$ cat src/hw/rtl/trrt_pkg.sv
`default_nettype none
// ----------------------------------------------------------------------------
// trrt_pkg
// Shared types and codes of the tcp receive reassembly tracker.
// ----------------------------------------------------------------------------
package trrt_pkg;

	// ring size in bytes, a power of two so ring arithmetic is a mask
	localparam int RING_BYTES = 65536;

	// event kinds
	localparam logic [1:0] FN_SYN  = 2'd0;
	localparam logic [1:0] FN_SEG  = 2'd1;
	localparam logic [1:0] FN_FIN  = 2'd2;
	localparam logic [1:0] FN_READ = 2'd3;

	// connection phases
	localparam logic [1:0] PH_WAIT = 2'd0;
	localparam logic [1:0] PH_EST  = 2'd1;
	localparam logic [1:0] PH_FIN  = 2'd2;

	typedef enum logic [2:0] {
		ST_OK    = 3'd0,
		ST_STATE = 3'd1,
		ST_SPACE = 3'd2,
		ST_ORDER = 3'd3,
		ST_READY = 3'd4,
		ST_FULL  = 3'd5
	} status_t;

	typedef enum logic [3:0] {
		OP_NONE,
		OP_LOAD,
		OP_EVENT,
		OP_SPACE,
		OP_SCAN,
		OP_TRIM,
		OP_INSERT,
		OP_ADVANCE,
		OP_RESULT
	} dp_op_t;

	typedef struct packed {
		dp_op_t op;
	} cmd_t;

	typedef struct packed {
		logic seg_go;
		logic space_ok;
		logic scan_hit;
		logic adv_stop;
	} flags_t;

endpackage
`default_nettype wire

$ cat src/hw/rtl/trrt_ctrl.sv
`default_nettype none
// ----------------------------------------------------------------------------
// trrt_ctrl
// Sequencer: walks one event through check, space, scan, trim, insert, advance and result.
// ----------------------------------------------------------------------------
module trrt_ctrl (
	input  wire logic            clk,
	input  wire logic            arst_n,
	input  wire logic            in_valid,
	output logic                 in_stall,
	output logic                 out_valid,
	input  wire logic            out_stall,
	input  wire trrt_pkg::flags_t flags,
	output trrt_pkg::cmd_t       cmd
);
	import trrt_pkg::*;

	typedef enum logic [2:0] {
		S_IDLE, S_EVENT, S_SPACE, S_SCAN, S_TRIM, S_INSERT, S_ADV, S_RESULT
	} state_t;

	state_t state_q;
	logic   out_valid_q;
	logic   out_free;

	assign in_stall  = (state_q != S_IDLE);
	assign out_valid = out_valid_q;
	assign out_free  = !out_valid_q || !out_stall;

	// command decode
	always_comb begin
		cmd.op = OP_NONE;
		case (state_q)
			S_IDLE:   cmd.op = in_valid ? OP_LOAD : OP_NONE;
			S_EVENT:  cmd.op = OP_EVENT;
			S_SPACE:  cmd.op = OP_SPACE;
			S_SCAN:   cmd.op = OP_SCAN;
			S_TRIM:   cmd.op = OP_TRIM;
			S_INSERT: cmd.op = OP_INSERT;
			S_ADV:    cmd.op = OP_ADVANCE;
			S_RESULT: cmd.op = out_free ? OP_RESULT : OP_NONE;
			default:  cmd.op = OP_NONE;
		endcase
	end

	// state and output valid
	always_ff @(posedge clk or negedge arst_n) begin
		if (!arst_n) begin
			state_q     <= S_IDLE;
			out_valid_q <= 1'b0;
		end else begin
			out_valid_q <= (state_q == S_RESULT && out_free) || (out_valid_q && out_stall);
			case (state_q)
				S_IDLE:   if (in_valid) state_q <= S_EVENT;
				S_EVENT:  state_q <= flags.seg_go ? S_SPACE : S_RESULT;
				S_SPACE:  state_q <= flags.space_ok ? S_SCAN : S_RESULT;
				S_SCAN:   if (flags.scan_hit) state_q <= S_TRIM;
				S_TRIM:   state_q <= S_INSERT;
				S_INSERT: state_q <= S_ADV;
				S_ADV:    if (flags.adv_stop) state_q <= S_RESULT;
				S_RESULT: if (out_free) state_q <= S_IDLE;
				default:  state_q <= S_IDLE;
			endcase
		end
	end

endmodule
`default_nettype wire

$ cat src/hw/rtl/trrt_dpath.sv
`default_nettype none
// ----------------------------------------------------------------------------
// trrt_dpath
// Connection state, sorted pending table, ring heads and result registers.
// ----------------------------------------------------------------------------
module trrt_dpath #(
	parameter int MAX_PENDING = 16
) (
	input  wire logic             clk,
	input  wire logic             arst_n,
	input  wire trrt_pkg::cmd_t   cmd,
	output trrt_pkg::flags_t      flags,
	input  wire logic [1:0]       func,
	input  wire logic [63:0]      seq_number,
	input  wire logic [15:0]      byte_count,
	output logic [2:0]            status,
	output logic [15:0]           accepted_count,
	output logic [15:0]           ring_position,
	output logic [63:0]           next_expected,
	output logic [15:0]           ready_count,
	output logic [15:0]           free_count
);
	import trrt_pkg::*;

	localparam int IW = (MAX_PENDING > 1) ? $clog2(MAX_PENDING) : 1;
	localparam int PW = $clog2(MAX_PENDING + 1);
	// ring size is a power of two, so ring arithmetic is a mask
	localparam logic [15:0] RMASK = 16'(RING_BYTES - 1);

	// current event
	logic [1:0]  func_q;
	logic [63:0] seq_q;
	logic [15:0] len_q;
	status_t     status_q;
	logic [15:0] acc_q;
	logic [15:0] pos_q;

	// connection state
	logic [1:0]  phase_q;
	logic [63:0] next_q;
	logic [15:0] wh_q;
	logic [15:0] rh_q;
	logic [PW-1:0] used_q;
	logic [IW-1:0] idx_q;
	logic [15:0] end_q;
	logic [63:0] start_q [MAX_PENDING];
	logic [15:0] plen_q  [MAX_PENDING];

	logic [63:0] old_d;
	logic        dup_d;
	logic [15:0] ready_d;
	logic [15:0] far_d;
	logic [15:0] free_d;
	logic [63:0] gap_d;
	logic        idx_end_d;

	// combinational helpers
	always_comb begin
		old_d     = next_q - seq_q;
		dup_d     = (seq_q < next_q) && (old_d >= {48'd0, len_q});
		ready_d   = (wh_q - rh_q) & RMASK;
		far_d     = (used_q != '0) ? ((wh_q + end_q - next_q[15:0]) & RMASK) : wh_q;
		free_d    = RMASK - ((far_d - rh_q) & RMASK);
		gap_d     = start_q[idx_q] - seq_q;
		idx_end_d = (PW'(idx_q) == used_q);
	end

	// status to the sequencer
	always_comb begin
		flags.seg_go   = (func_q == FN_SEG) && (phase_q == PH_EST) && !dup_d;
		flags.space_ok = (len_q <= free_d) && (used_q < PW'(MAX_PENDING));
		flags.scan_hit = idx_end_d || (seq_q < start_q[idx_q]);
		flags.adv_stop = (used_q == '0) || (next_q != start_q[0]);
	end

	// control state
	always_ff @(posedge clk or negedge arst_n) begin
		if (!arst_n) begin
			phase_q <= PH_WAIT;
			next_q  <= '0;
			wh_q    <= '0;
			rh_q    <= '0;
			used_q  <= '0;
		end else begin
			case (cmd.op)
				OP_EVENT: begin
					case (func_q)
						FN_SYN: begin
							if (phase_q == PH_WAIT) begin
								next_q  <= seq_q + 64'd1;
								phase_q <= PH_EST;
							end
						end
						FN_FIN: if (phase_q == PH_EST) phase_q <= PH_FIN;
						FN_READ: begin
							if (len_q != '0 && ready_d >= len_q)
								rh_q <= (rh_q + len_q) & RMASK;
						end
						default: ;
					endcase
				end
				OP_INSERT: used_q <= used_q + PW'(1);
				OP_ADVANCE: begin
					if (!flags.adv_stop) begin
						next_q <= next_q + {48'd0, plen_q[0]};
						wh_q   <= (wh_q + plen_q[0]) & RMASK;
						used_q <= used_q - PW'(1);
					end
				end
				default: ;
			endcase
		end
	end

	// event payload, table and results
	always_ff @(posedge clk) begin
		case (cmd.op)
			OP_LOAD: begin
				func_q   <= func;
				seq_q    <= seq_number;
				len_q    <= byte_count;
				status_q <= ST_OK;
				acc_q    <= '0;
				pos_q    <= '0;
			end
			OP_EVENT: begin
				case (func_q)
					FN_SYN: if (phase_q != PH_WAIT) status_q <= ST_STATE;
					FN_SEG: begin
						if (phase_q != PH_EST) begin
							status_q <= ST_STATE;
						end else if (seq_q < next_q && !dup_d) begin
							seq_q <= next_q;
							len_q <= len_q - old_d[15:0];
						end
					end
					FN_FIN: if (phase_q != PH_EST) status_q <= ST_STATE;
					default: begin
						pos_q <= rh_q;
						if (len_q != '0) begin
							if (ready_d < len_q)
								status_q <= ST_READY;
							else
								acc_q <= len_q;
						end
					end
				endcase
			end
			OP_SPACE: begin
				idx_q <= '0;
				if (len_q > free_d)
					status_q <= ST_SPACE;
				else if (used_q >= PW'(MAX_PENDING))
					status_q <= ST_FULL;
				else
					pos_q <= (wh_q + seq_q[15:0] - next_q[15:0]) & RMASK;
			end
			OP_SCAN: if (!flags.scan_hit) idx_q <= idx_q + IW'(1);
			OP_TRIM: begin
				if (!idx_end_d && {48'd0, len_q} >= gap_d)
					len_q <= gap_d[15:0];
			end
			OP_INSERT: begin
				// open a slot at the scan position and shift later entries up
				for (int i = 1; i < MAX_PENDING; i++) begin
					if (IW'(i) > idx_q && PW'(i) <= used_q) begin
						start_q[i] <= start_q[i-1];
						plen_q[i]  <= plen_q[i-1];
					end
				end
				start_q[idx_q] <= seq_q;
				plen_q[idx_q]  <= len_q;
				acc_q          <= len_q;
				if (idx_end_d)
					end_q <= seq_q[15:0] + len_q;
			end
			OP_ADVANCE: begin
				if (!flags.adv_stop) begin
					for (int i = 0; i < MAX_PENDING - 1; i++) begin
						start_q[i] <= start_q[i+1];
						plen_q[i]  <= plen_q[i+1];
					end
				end else if (used_q != '0 && next_q >= start_q[0]) begin
					status_q <= ST_ORDER;
					acc_q    <= '0;
				end
			end
			OP_RESULT: begin
				status         <= status_q;
				accepted_count <= acc_q;
				ring_position  <= pos_q;
				next_expected  <= next_q;
				ready_count    <= ready_d;
				free_count     <= free_d;
			end
			default: ;
		endcase
	end

endmodule
`default_nettype wire

$ cat src/hw/rtl/tcp_receive_reassembly_tracker_top.sv
`default_nettype none
// ----------------------------------------------------------------------------
// tcp_receive_reassembly_tracker_top
// Receive-side reassembly tracker: ring positions and ordering for one flow.
// ----------------------------------------------------------------------------
// One event beat gives one result beat. Syn, fin, read, wrong-state and
// duplicate segments go from the event step straight to the result; segments
// refused for space or a full table pass the space check first; an accepted
// segment then runs the insertion scan over the pending entries it steps
// over, a trim and an insert, and the advance over the contiguous entries
// consumed, both by the one-entry-per-cycle walk of the pending table. A new
// event is taken the cycle after the previous result has reached the output
// register; while the result stalls, the sequencer holds in its result step.
// The ring is 65536 bytes.
module tcp_receive_reassembly_tracker_top #(
	parameter int MAX_PENDING = 16
) (
	input  wire logic        clk,
	input  wire logic        arst_n,
	input  wire logic        in_valid,
	output logic             in_stall,
	input  wire logic [1:0]  func,
	input  wire logic [63:0] seq_number,
	input  wire logic [15:0] byte_count,
	output logic             out_valid,
	input  wire logic        out_stall,
	output logic [2:0]       status,
	output logic [15:0]      accepted_count,
	output logic [15:0]      ring_position,
	output logic [63:0]      next_expected,
	output logic [15:0]      ready_count,
	output logic [15:0]      free_count
);
	import trrt_pkg::*;

	cmd_t   cmd;
	flags_t flags;

	// sequencer
	trrt_ctrl u_ctrl (
		.clk       (clk),
		.arst_n    (arst_n),
		.in_valid  (in_valid),
		.in_stall  (in_stall),
		.out_valid (out_valid),
		.out_stall (out_stall),
		.flags     (flags),
		.cmd       (cmd)
	);

	// state and table
	trrt_dpath #(
		.MAX_PENDING (MAX_PENDING)
	) u_dpath (
		.clk            (clk),
		.arst_n         (arst_n),
		.cmd            (cmd),
		.flags          (flags),
		.func           (func),
		.seq_number     (seq_number),
		.byte_count     (byte_count),
		.status         (status),
		.accepted_count (accepted_count),
		.ring_position  (ring_position),
		.next_expected  (next_expected),
		.ready_count    (ready_count),
		.free_count     (free_count)
	);

`ifndef SYNTHESIS
	// busy right after an accepted beat
	a_busy: assert property (@(posedge clk) disable iff (!arst_n)
		in_valid && !in_stall |=> in_stall)
		else $error("accepted beat did not make the tracker busy");

	// status codes stay in range
	a_status: assert property (@(posedge clk) disable iff (!arst_n)
		out_valid |-> status <= ST_FULL)
		else $error("result status out of range");

	// errors never report accepted bytes
	a_err_acc: assert property (@(posedge clk) disable iff (!arst_n)
		out_valid && status != ST_OK |-> accepted_count == 16'd0)
		else $error("error result with nonzero accepted count");

	// no result is produced while a beat is still being taken
	a_no_early: assert property (@(posedge clk) disable iff (!arst_n)
		in_valid && !in_stall && !out_valid |=> !out_valid)
		else $error("result appeared one cycle after accept");
`endif

endmodule
`default_nettype wire
$ cat config.mk
export PLATFORM = sky130hd
export DESIGN_NAME = tcp_receive_reassembly_tracker_top
export DESIGN_NICKNAME = d
export VERILOG_FILES = /design/src/hw/rtl/trrt_pkg.sv /design/src/hw/rtl/trrt_ctrl.sv /design/src/hw/rtl/trrt_dpath.sv /design/src/hw/rtl/tcp_receive_reassembly_tracker_top.sv
export SDC_FILE = /design/constraint.sdc
export NUM_CORES = 2
export LEC_CHECK = 0
export ABC_AREA = 1
export BUFFER_PORTS_ARGS = -buffer_cell sky130_fd_sc_hd__buf_2
export CAP_MARGIN = 30
export CORE_UTILIZATION = 40
export CTS_CLUSTER_DIAMETER = 50
export DETAILED_ROUTE_END_ITERATION = 7
export GPL_ROUTABILITY_DRIVEN = 0
export RECOVER_POWER = 100
export SKIP_CTS_REPAIR_TIMING = 1
export SYNTH_ARGS = -nofsm -noshare
export SYNTH_HDL_FRONTEND = slang
export SYNTH_HIERARCHICAL = 1
export SYNTH_SLANG_ARGS = --single-unit
$ cat constraint.sdc
create_clock -name clk -period 14.13 [get_ports clk]
set_clock_uncertainty 0.2 [all_clocks]
set_input_delay 0.7065 -clock clk [delete_from_list [all_inputs] [get_ports clk]]
set_output_delay 0.7065 -clock clk [all_outputs]
set_load 0.03 [all_outputs]
==> reports/qor.csv <==
stage,metric,value,unit
status,status,"complete, but fails checks",
status,failing checks,"hold timing, capacitance limit, slew limit",
global_routing,total grt overflow,0,
placement,placed cell area,114000,sq um
worst_setup_path,Slowest cell on crit path,clkbuf_1,
pwr,switching share of power,49.1,%
sta,worst slew pin tran,7.84,ns
detailed_routing,vias per cell,6.10,
worst_setup_path,"Max FO, Critical Path",76,
global_routing,Overall Global Routing Usage,30.8,%
cells_and_area,area grow syn2layout,10.3,%
sta,final slew viol count,3351,
sta,WHS,-0.0112,ns
global_routing,largest net degree at the start of global routing,216,
clocking,Bufs on Longest Clock Path,4,
detailed_routing,DRT Pass-1 Iters,6,
worst_setup_path,Startpoint Class,register,
synthesis,Post-Syn Area,110000,sq um
synthesis,Synth Register Bits,1659,
synthesis,most common cell in the synthesized netlist,nand2_1,
detailed_routing,# DRC,0,
clocking,CTS root buf,clkbuf_16,
worst_setup_path,Crit Reg-Reg Endpoint,u_dpath/start_q[7][30],
worst_setup_path,crit path DAT,11.17,ns
detailed_routing,wire length per cell,25.6,um
cells_and_area,share of layout cells above drive strength 1,4.65,%
worst_setup_path,CP most frequent cell,nor2_1,
hold_path,hold worst-path end,u_dpath/seq_q[0],
synthesis,sequential-to-total area share from yosys stat,44.9,%
synthesis,"EDFF count, synth",1548,
synthesis,commonest cells in the netlist,"nand2_1, o21ai_0, edfxtp_1",
worst_setup_path,worst r2r src,u_ctrl/state_q[0],
sta,RSZ-0062 raised after global routing,false,
floorplan,core area,272000,sq um
hold_path,Worst Hold Class,input pin to register,
worst_setup_path,R2R depth,10,
global_routing,vias in the first global route,96300,
placement,DPL Wire Length,289,mm
worst_setup_path,R2R Setup Slk,3.14,ns
synthesis,Post-Syn Nets,14100,
pwr,pwr dens,243,nW/um^2
floorplan,Chip Width,526,um
sta,Slew HR,-423,%
pwr,Int Power,15.0,mW
floorplan,# IOs,219,
synthesis,Post-synth top flop,edfxtp_1,
pwr,Net Switching,14.5,mW
clocking,clock sink total,1659,
global_routing,initial antenna violation count,23,
cells_and_area,fillers,26900,
pwr,combinational share of power,53.5,%
floorplan,row cnt,191,
cells_and_area,final instance area,121000,sq um
synthesis,Yosys warnings,6,
detailed_routing,Vias,105000,
sta,Final min period,10.99,ns
cells_and_area,register area,49300,sq um
cells_and_area,Final nets,14000,
clocking,CTS tree,done,
clocking,clk slew on worst S/H paths,0.06,ns
synthesis,Post-synth ARST share,6.45,%
detailed_routing,initial detailed-routing violation count,14000,
synthesis,count of different cell masters after synthesis,65,
pwr,Final Total Pwr,29.4,mW
worst_setup_path,worst path required time,14.31,ns
sta,"Setup violations, final",0,
sta,Final Hold Fails,2,
hold_path,min-delay src,seq_number[0],
hold_path,Worst Hold Path Cells,3,
worst_setup_path,critical path endpoint category,register,
worst_setup_path,critical path's largest stage delay,3.01,ns
pwr,Clk network pwr share,18.8,%
synthesis,cell type contributing the most total cell area after synthesis,edfxtp_1,
sta,setup TNS,0,ns
worst_setup_path,CP Class,register to register,
sta,final worst-path cycle share,77.8,%
synthesis,ranking of synthesized cells by area,"edfxtp_1, o21ai_0, nand2_1",
worst_setup_path,crit-path cells,xor2_1 > inv_1 > nor2_1 > clkinv_1 > nor2_1 > inv_1 > nor2_1 > nand2_1 > nand3_1 > clkbuf_1,
clocking,CTS Buf Count,217,
global_routing,first-pass GRT wire length,641,mm
sta,FMAX,91.0,MHz
pwr,worst vdd ir,0.000197,V
pwr,sequential share of power,27.7,%
floorplan,die outline height,526,um
pwr,Leak Pwr,47.9,nW
detailed_routing,WL final,441,mm
synthesis,Synth Instances,13600,
flow_run,maxcap violations,75,
floorplan,Starting Density,40.4,%
clocking,H-Tree Depth,4,
floorplan,Die Footprint,276000,sq um
placement,number of port buffers,218,
cells_and_area,area of the multi-input gates,51300,sq um
synthesis,Yosys top cell area share,42.4,%
synthesis,syn_area_per_cell,8.06,sq um
clocking,"Clk Latency, worst-skew pair",0.96,ns
detailed_routing,Routed Antenna Nets,0,
[registers in the layout (all words and copies together), names as in the netlist, 64 cells and up, named ones only]
signal                 flops
u_dpath/next_expected     64
u_dpath/next_q            64
u_dpath/plen_q           256
u_dpath/seq_q             64
u_dpath/start_q         1024
[placed cells by master, fill, tap and decap left out, drive strengths merged, types with 8 or more instances in the layout]
cell | synthesis | layout
o31ai | 9 | 9
nand3b | 30 | 30
fa | 39 | 39
o211ai | 593 | 593
o21a | 104 | 104
buf | 181 | 249
nand2 | 2353 | 2353
edfxtp | 1548 | 1548
a21oi | 651 | 651
inv | 1468 | 1485
nor3 | 112 | 112
nand4 | 103 | 103
dfrtp | 107 | 107
a21o | 9 | 9
clkinv | 25 | 100
ha | 409 | 409
nor4 | 56 | 56
a211oi | 16 | 16
xnor2 | 50 | 50
mux2i | 21 | 21
dlygate4sd3 | 0 | 66
clkbuf | 710 | 465
or2 | 15 | 15
a22oi | 9 | 9
nand3 | 304 | 304
a21boi | 9 | 9
bufinv | 0 | 17
o22ai | 532 | 532
clkinvlp | 0 | 23
nor2 | 1436 | 1436
a31oi | 30 | 30
o221ai | 130 | 130
diode | 0 | 8
o21bai | 33 | 33
xor2 | 130 | 130
o21ai | 2347 | 2347
[through the flow]
step / util, % / instances / setup WS [ns]
floorplan: - / 13600 / 2.25
global placement: 41.9 / 16700 / 6.73
detailed placement: 42.0 / 16700 / 6.74
CTS: 44.6 / 17100 / 6.73
global route: 44.5 / 17200 / 3.03
finish: 44.5 / 17200 / 3.14
[layer usage]
metal	part of all wire (%)	vias up	track usage, %	routed length (um)
met5	0.012	-	0	53
met4	5.8	8	15.9	25500
met3	12	1253	7.78	53600
met2	43	6292	46.7	190000
met1	39	49900	40.4	172000
li1	-	47500	-	-
[cell families after synthesis]
logic type | share of synthesized area (%)
muxes | 0.192
and+or+nand+nor | 16.3
buffers and inverters | 8.35
AOI/OAI and AO/OA | 23.5
xor gates and xnor gates | 1.44
DFF | 44.9
adders and majority gates | 5.38
[power by group through the flow]
stage	registers (mW)	clock network [mW]	logic, mW
after floorplan	7.87	0	10.2
after global placement	8.12	0	15.1
after detailed placement	8.10	0	15.3
after CTS	8.02	5.58	15.4
after global routing	8.21	5.75	17.1
final	8.14	5.54	15.7
[cell type report]
cell class / count / share of cell area, %
clock inverter: 132 / 1.05
tap: 3570 / 3.69
timing repair buffer: 519 / 2.78
inverter: 1493 / 4.65
antenna: 8 / 0.0165
clock buffer: 261 / 4.70
sequential: 1659 / 40.7
multi-input combinational: 9566 / 42.4
[worst max-delay path by stage]
| stage | end | startpoint | slack (ns) | depth (start not counted) |
|---|---|---|---|---|
| floorplan | u_dpath/plen_q[13][0] | out_stall | 2.25 | 11 |
| global placement | u_dpath/len_q[2] | register | 6.73 | 30 |
| detailed placement | u_dpath/len_q[1] | register | 6.74 | 30 |
| CTS | u_dpath/len_q[5] | register | 6.73 | 30 |
| global route | u_dpath/start_q[7][30] | u_ctrl/state_q[0] | 3.03 | 10 |
| finish | u_dpath/start_q[7][30] | u_ctrl/state_q[0] | 3.14 | 10 |
[worst max-delay path: cells and delay by family, from the launching register on]
family,cells,cell delay [ns]
XOR/XNOR,1,0.49
buffers and inverters,4,3.70
flip-flops,1,0.60
AND/OR/NAND/NOR,5,5.36
(Power assumes the default switching activity.)
